**config.mk**
```make
export PLATFORM = sky130hd
export DESIGN_NAME = lpsht_ctrl
export DESIGN_NICKNAME = d
export VERILOG_FILES = /design/src/design/lpsht_pkg.sv /design/src/design/lpsht_ctrl.sv
export SDC_FILE = /design/constraint.sdc
export NUM_CORES = 1
export LEC_CHECK = 0
export ABC_AREA = 0
export BUFFER_PORTS_ARGS = -buffer_cell sky130_fd_sc_hd__buf_2
export CAP_MARGIN = 20
export CORE_AREA = 2 2 39 41
export CTS_CLUSTER_SIZE = 12
export DETAILED_ROUTE_END_ITERATION = 12
export DIE_AREA = 0 0 41 43
export PLACE_DENSITY = 0.7
export SYNTH_ARGS = -nofsm -noshare
export SYNTH_HDL_FRONTEND = slang
export SYNTH_SLANG_ARGS = --single-unit
```
**constraint.sdc**
```tcl
create_clock -name clk -period 1.84 [get_ports clk]
set_clock_uncertainty 0.15 [all_clocks]
set_input_delay 0.092 -clock clk [delete_from_list [all_inputs] [get_ports clk]]
set_output_delay 0.092 -clock clk [all_outputs]
set_load 0.03 [all_outputs]
```
**src/design/lpsht_pkg.sv**
```systemverilog
// ----------------------------------------------------------------------------
// lpsht_pkg
// Shared types and codes for the linear probing string hash table.
// ----------------------------------------------------------------------------
`default_nettype none

package lpsht_pkg;

	localparam logic OP_INSERT = 1'b0;
	localparam logic OP_FIND   = 1'b1;

	localparam logic [7:0] CHAR_UPPER_A = 8'h41;
	localparam logic [7:0] CHAR_UPPER_Z = 8'h5A;
	localparam logic [7:0] CASE_OFFSET  = 8'h20;

	typedef enum logic [2:0] {
		ST_INSERTED  = 3'd0,
		ST_FOUND     = 3'd1,
		ST_NOT_FOUND = 3'd2,
		ST_FULL      = 3'd3,
		ST_TOO_LONG  = 3'd4
	} status_e;

	typedef struct packed {
		logic       op;
		logic [7:0] ch;
		logic       last;
	} key_item_t;

	typedef struct packed {
		logic [2:0] status;
		logic [7:0] probe_length;
		logic [6:0] slot;
	} res_item_t;

	// controller to datapath
	typedef struct packed {
		logic    clr_wr;
		logic    collect;
		logic    probe_load;
		logic    probe_adv;
		logic    key_wr;
		logic    emit;
		status_e status;
	} cmd_t;

	// datapath to controller
	typedef struct packed {
		logic clr_last;
		logic too_long;
		logic op;
		logic used;
		logic match;
		logic probe_last;
		logic out_free;
	} sts_t;

endpackage

`default_nettype wire

```
**src/design/lpsht_ctrl.sv**
```systemverilog
// ----------------------------------------------------------------------------
// lpsht_ctrl
// Sequencer: reset sweep, character collection, and the probe walk.
// ----------------------------------------------------------------------------
`default_nettype none

module lpsht_ctrl
	import lpsht_pkg::*;
(
	input  wire logic clk,
	input  wire logic arst_n,
	input  wire logic key_valid,
	input  wire logic key_last,
	output logic      key_stall,
	input  wire sts_t sts,
	output cmd_t      cmd
);

	typedef enum logic [4:0] {
		S_CLEAR   = 5'b00001,
		S_COLLECT = 5'b00010,
		S_DECIDE  = 5'b00100,
		S_READ    = 5'b01000,
		S_CHECK   = 5'b10000
	} state_t;

	state_t st_q;
	state_t st_next;

	always_comb begin
		cmd        = '0;
		cmd.status = ST_INSERTED;
		st_next    = st_q;
		key_stall  = 1'b1;
		case (st_q)
			S_CLEAR: begin
				cmd.clr_wr = 1'b1;
				if (sts.clr_last) begin
					st_next = S_COLLECT;
				end
			end
			S_COLLECT: begin
				key_stall = 1'b0;
				if (key_valid) begin
					cmd.collect = 1'b1;
					if (key_last) begin
						st_next = S_DECIDE;
					end
				end
			end
			S_DECIDE: begin
				if (sts.too_long) begin
					if (sts.out_free) begin
						cmd.emit   = 1'b1;
						cmd.status = ST_TOO_LONG;
						st_next    = S_COLLECT;
					end
				end else begin
					cmd.probe_load = 1'b1;
					st_next        = S_READ;
				end
			end
			S_READ: begin
				st_next = S_CHECK;
			end
			S_CHECK: begin
				if (sts.op == OP_INSERT) begin
					if (!sts.used) begin
						if (sts.out_free) begin
							cmd.key_wr = 1'b1;
							cmd.emit   = 1'b1;
							cmd.status = ST_INSERTED;
							st_next    = S_COLLECT;
						end
					end else if (sts.probe_last) begin
						if (sts.out_free) begin
							cmd.emit   = 1'b1;
							cmd.status = ST_FULL;
							st_next    = S_COLLECT;
						end
					end else begin
						cmd.probe_adv = 1'b1;
						st_next       = S_READ;
					end
				end else begin
					if (!sts.used || (!sts.match && sts.probe_last)) begin
						if (sts.out_free) begin
							cmd.emit   = 1'b1;
							cmd.status = ST_NOT_FOUND;
							st_next    = S_COLLECT;
						end
					end else if (sts.match) begin
						if (sts.out_free) begin
							cmd.emit   = 1'b1;
							cmd.status = ST_FOUND;
							st_next    = S_COLLECT;
						end
					end else begin
						cmd.probe_adv = 1'b1;
						st_next       = S_READ;
					end
				end
			end
			default: begin
				st_next = S_CLEAR;
			end
		endcase
	end

	always_ff @(posedge clk or negedge arst_n) begin
		if (!arst_n) begin
			st_q <= S_CLEAR;
		end else begin
			st_q <= st_next;
		end
	end

	a_write_only_free_slot: assert property (@(posedge clk) disable iff (!arst_n)
		cmd.key_wr |-> (!sts.used && sts.op == OP_INSERT))
		else $error("key written over an occupied slot");

	a_advance_only_when_used: assert property (@(posedge clk) disable iff (!arst_n)
		cmd.probe_adv |-> (sts.used && !sts.probe_last))
		else $error("probe advanced past an empty slot or the table end");

	a_last_starts_lookup: assert property (@(posedge clk) disable iff (!arst_n)
		(st_q == S_COLLECT && key_valid && key_last) |=> st_q == S_DECIDE)
		else $error("last character did not start the lookup");

endmodule

`default_nettype wire

```
Word level (Yosys, flattened, before mapping):

Index checks and enable logic that the tools add are counted.

* eq/ne operators: 8
* muxes and demuxes: 37
* reductions and logical operators: 5

Operators by type and width (count)
* two-way mux 5 bit: 11
* two-way mux 4 bit: 10
* one-hot mux 5 bit (5 select lines): 1
* two-way mux 1 bit: 13
* one-hot mux 4 bit (2 select lines): 1
* inequality test 2 bit (second input constant): 3
* equality test 5 x 1 -> 1 bit (second input constant): 1
* equality test 5 x 2 -> 1 bit (second input constant): 1
* equality test 5 x 3 -> 1 bit (second input constant): 1
* equality test 5 x 4 -> 1 bit (second input constant): 1
* equality test 5 bit (second input constant): 1
* AND reduction 3 bit: 1
* logical NOT 1 bit: 2
* two-way mux 2 bit: 1
* logical AND 1 bit: 1
* logical OR 1 bit: 1

* register bits: 5
* input bits: 11

Logic depth before layout (Yosys ltp):

* depth after elaboration: 6
* gate-level depth with buffers: 4
* mapped depth without buffers: 3

Least setup slack after synthesis:

No wires, ideal clock.

* kind: register to output
* start: register st_q[1]
* end: output port cmd[4] (netlist name)
* arrival time: 1.512 ns
* data required time: 1.598 ns
* path slack: 0.086 ns
* cell stages (with the launch flop): 4
* path buffers: 0
* cell sequence: dfrtp_1 nor4_4 nand2_2 nor3_1

RTL lines
* start, declared: line lpsht_ctrl.sv:27 `state_t st_q;`
* start signal, assigned: line lpsht_ctrl.sv:114 `st_q <= st_next;`
* end, declared: line lpsht_ctrl.sv:16 `output cmd_t cmd`

==> results.txt <==
Worst Setup End Kind -> output port
CP Max Fanout -> 6
Total track usage -> 0.157
Routed vias/inst -> 5.16
Fin util -> 0.476
Initial DRC count -> 13
Layout cell share with drive strength beyond 1 -> 0.513
Crit path DAT -> 1.54 ns
DP Wirelength -> 818 um
Drt total wl -> 1210 um
Avg Inst Size Synth -> 8.99 um2
CTS tree -> yes
Most flops, register -> st_q
Port-buffer cells -> 20
Vias -> 495
# placed instances -> 86
IO Count -> 21
Core footprint -> 1380 um2
Cells after Synth -> 53
Crit path launch type -> flip-flop
Worst vdd ir -> 0.000564 V
Max-slew headroom -> 0.743
Final-report hold violation count -> 0
Xor/xnor share of the synthesized area -> 0.0184
Period utilisation layout -> 0.968
Post-route minimum period -> 1.78 ns
Worst Path Required -> 1.60 ns
Adder-cell share of the synthesized area -> 0
NumNets Final -> 92
Final slew viol count -> 0
Die area -> 1760 um2
Largest family of logic cells by synthesized area -> simple AND/OR/NAND/NOR gates
Yosys cell types -> 30
Hold path cells -> 4
Synthesized area -> 477 um2
CP Class -> reg2out
H-tree levels -> 1
Syn nets -> 64
Die height -> 43 um
Antenna Cells -> 0
Status -> complete, no violations
Row count -> 14
Final setup vio count -> 0
Pwr dens -> 947 nW/um2
Global placement routability congestion -> 0.802
Simple-Gate Fraction of Synth Area -> 0.475
Clock sink count -> 5
Synth Warn # -> 0
Total CTS buffers -> 3
Compound-gate portion of the synthesized area -> 0.163
Worst Tran Pin Value -> 0.386 ns
Area Growth Syn to Fin -> 38.3%
Clock-pin transition on the worst setup and hold timing paths -> 0.05 ns
CTS Buffer Depth -> 2
Layout fillers -> 140
MaxCap Viol Count -> 0
Root buffer cell -> clkbuf_4
Routed len/inst -> 12.6 um
Setup TNS -> 0 ns
Top flop regs -> st_q: 5 flops
DRC violations left -> 0
Vias in the first global route -> 421
Grt ovf -> 0
Hold/Removal Path Class -> in2reg
Initial Util -> 0.344
Antenna Violating Nets Remaining -> 0
Synth Register Bits -> 5
Final cell count without fillers -> 96
First-pass GRT wire length -> 1790 um
Sequential element share of the synthesized area -> 0.265
Cells on worst reg2reg path -> 3
Max reg flops -> 5
LEAKAGE -> 0.305 nW
Maximum clock frequency -> 561 MHz
TritonRoute pass-1 iters -> 4
Die Width -> 41 um
Initial antenna violation count -> 0
Pin count of the biggest net entering global routing -> 10
Worst-Skew Late Latency -> 0.25 ns
Mux share of post-synthesis cell area -> 0
## synthesized netlist by cell type
| master | n | share of area |
|---|---|---|
| nand3_1 | 2 | 0.021 |
| nor3_1 | 1 | 0.010 |
| nand4_1 | 2 | 0.026 |
| nor3_4 | 1 | 0.034 |
| nand2_2 | 2 | 0.026 |
| and2_4 | 1 | 0.018 |
| nor4_2 | 1 | 0.026 |
| dfstp_2 | 1 | 0.055 |
| o21ai_0 | 2 | 0.021 |
| nand2_1 | 5 | 0.039 |
| nand4b_1 | 1 | 0.018 |
| and2b_2 | 1 | 0.018 |
| o211ai_2 | 1 | 0.026 |
| and2_1 | 1 | 0.013 |
| and3b_1 | 1 | 0.018 |
| o22ai_1 | 2 | 0.026 |
| nor2b_2 | 1 | 0.018 |
| nand2b_1 | 3 | 0.039 |
| inv_1 | 1 | 0.0079 |
| a211oi_2 | 1 | 0.026 |
| buf_6 | 3 | 0.071 |
| nor2_1 | 6 | 0.047 |
| a2111oi_2 | 1 | 0.031 |
| and3_1 | 2 | 0.026 |
| nor4_4 | 1 | 0.045 |
| dfrtp_1 | 4 | 0.21 |
| xor2_1 | 1 | 0.018 |
| nor2_2 | 1 | 0.013 |
| nand3b_1 | 1 | 0.016 |
| o211ai_1 | 2 | 0.031 |
## worst paths after layout
| kind | start | end | slack, ns |
|---|---|---|---|
| min in group asynchronous | arst_n | st_q[4] | 0.04 |
| worst min-delay path | sts[0] | st_q[4] | 0.03 |
| worst max register to register | st_q[1] | st_q[3] | 0.48 |
| max in group asynchronous | arst_n | st_q[0] | 1.27 |
| worst max-delay path | st_q[1] | cmd[3] | 0.06 |
| worst min register to register | st_q[2] | st_q[4] | 0.43 |
## routing by layer
metal | global-route usage | up-vias | share of wire
met4 | 0.100 | 0 | 0.022
met2 | 0.216 | 19 | 0.48
met5 | 0 | - | 0
li1 | - | 247 | -
met3 | 0.0681 | 6 | 0.041
met1 | 0.191 | 223 | 0.46
## worst max-delay path, stage by stage, from the launching register on
cell and delay, ns:
dfrtp_2 0.47, nor4_4 0.33, nand4_1 0.19, nand2_1 0.10, buf_2 0.19
## final cells by class
cell class	instances	area (um2)	share of cell area
multi-input combinational	44	322	0.488
sequential	5	130	0.197
tap	16	20.0	0.0304
clock buffer	4	26.3	0.0398
inverter	1	3.75	0.00569
timing repair buffer	26	158	0.239
## cells in the final DEF, fill, tap and decap left out, drive strengths merged
cell type    netlist  layout
nor2b              1       1
nand4              2       2
a2111oi            1       1
and2b              1       1
nand4b             1       1
dfstp              1       1
nor2               7       7
nor3               2       2
and3               2       2
o211ai             3       3
o22ai              2       2
xor2               1       1
nand3              2       2
and3b              1       1
inv                1       1
nand2              7       7
nor4               2       2
a211oi             1       1
nand2b             3       3
nand3b             1       1
buf                3      22
clkbuf             0       4
dfrtp              4       4
o21ai              2       2
and2               2       2
dlygate4sd3        0       4
## logic make-up (layout without fill, tap and decap cells)
logic type | Yosys count | after routing
flip-flops | 5 | 5
buffers and inverters | 4 | 31
XOR/XNOR | 1 | 1
AND/OR/NAND/NOR | 34 | 34
AO/OA/AOI/OAI | 9 | 9
## power breakdown
group	internal [W]	switching, W	total [W]
Combinational	0.000142	0.000136	0.000278
Sequential	0.000144	0.0000726	0.000217
Clock	0.0000822	0.0000478	0.000130
## what timing repair did
action | in CTS | in global routing
setup buffers | 0 | 2
endpoints found under the hold margin | 7 | 0
gates resized for setup | 0 | 6
hold buffers | 4 | 0
setup endpoints to repair | 0 | 5
## stage by stage
step	worst slack [ns]	power, W	instance area, um2	hold WS (ns)
after floorplan	0.0862	0.000370	477	-0.354
after global placement	0.289	0.000433	563	-0.232
after detailed placement	0.294	0.000430	563	-0.232
after CTS	0.0179	0.000571	629	0.0200
after global routing	-0.00779	0.000666	659	0.0138
final	0.0580	0.000624	659	0.0250
No activity file was read; power rests on OpenSTA's default activity.
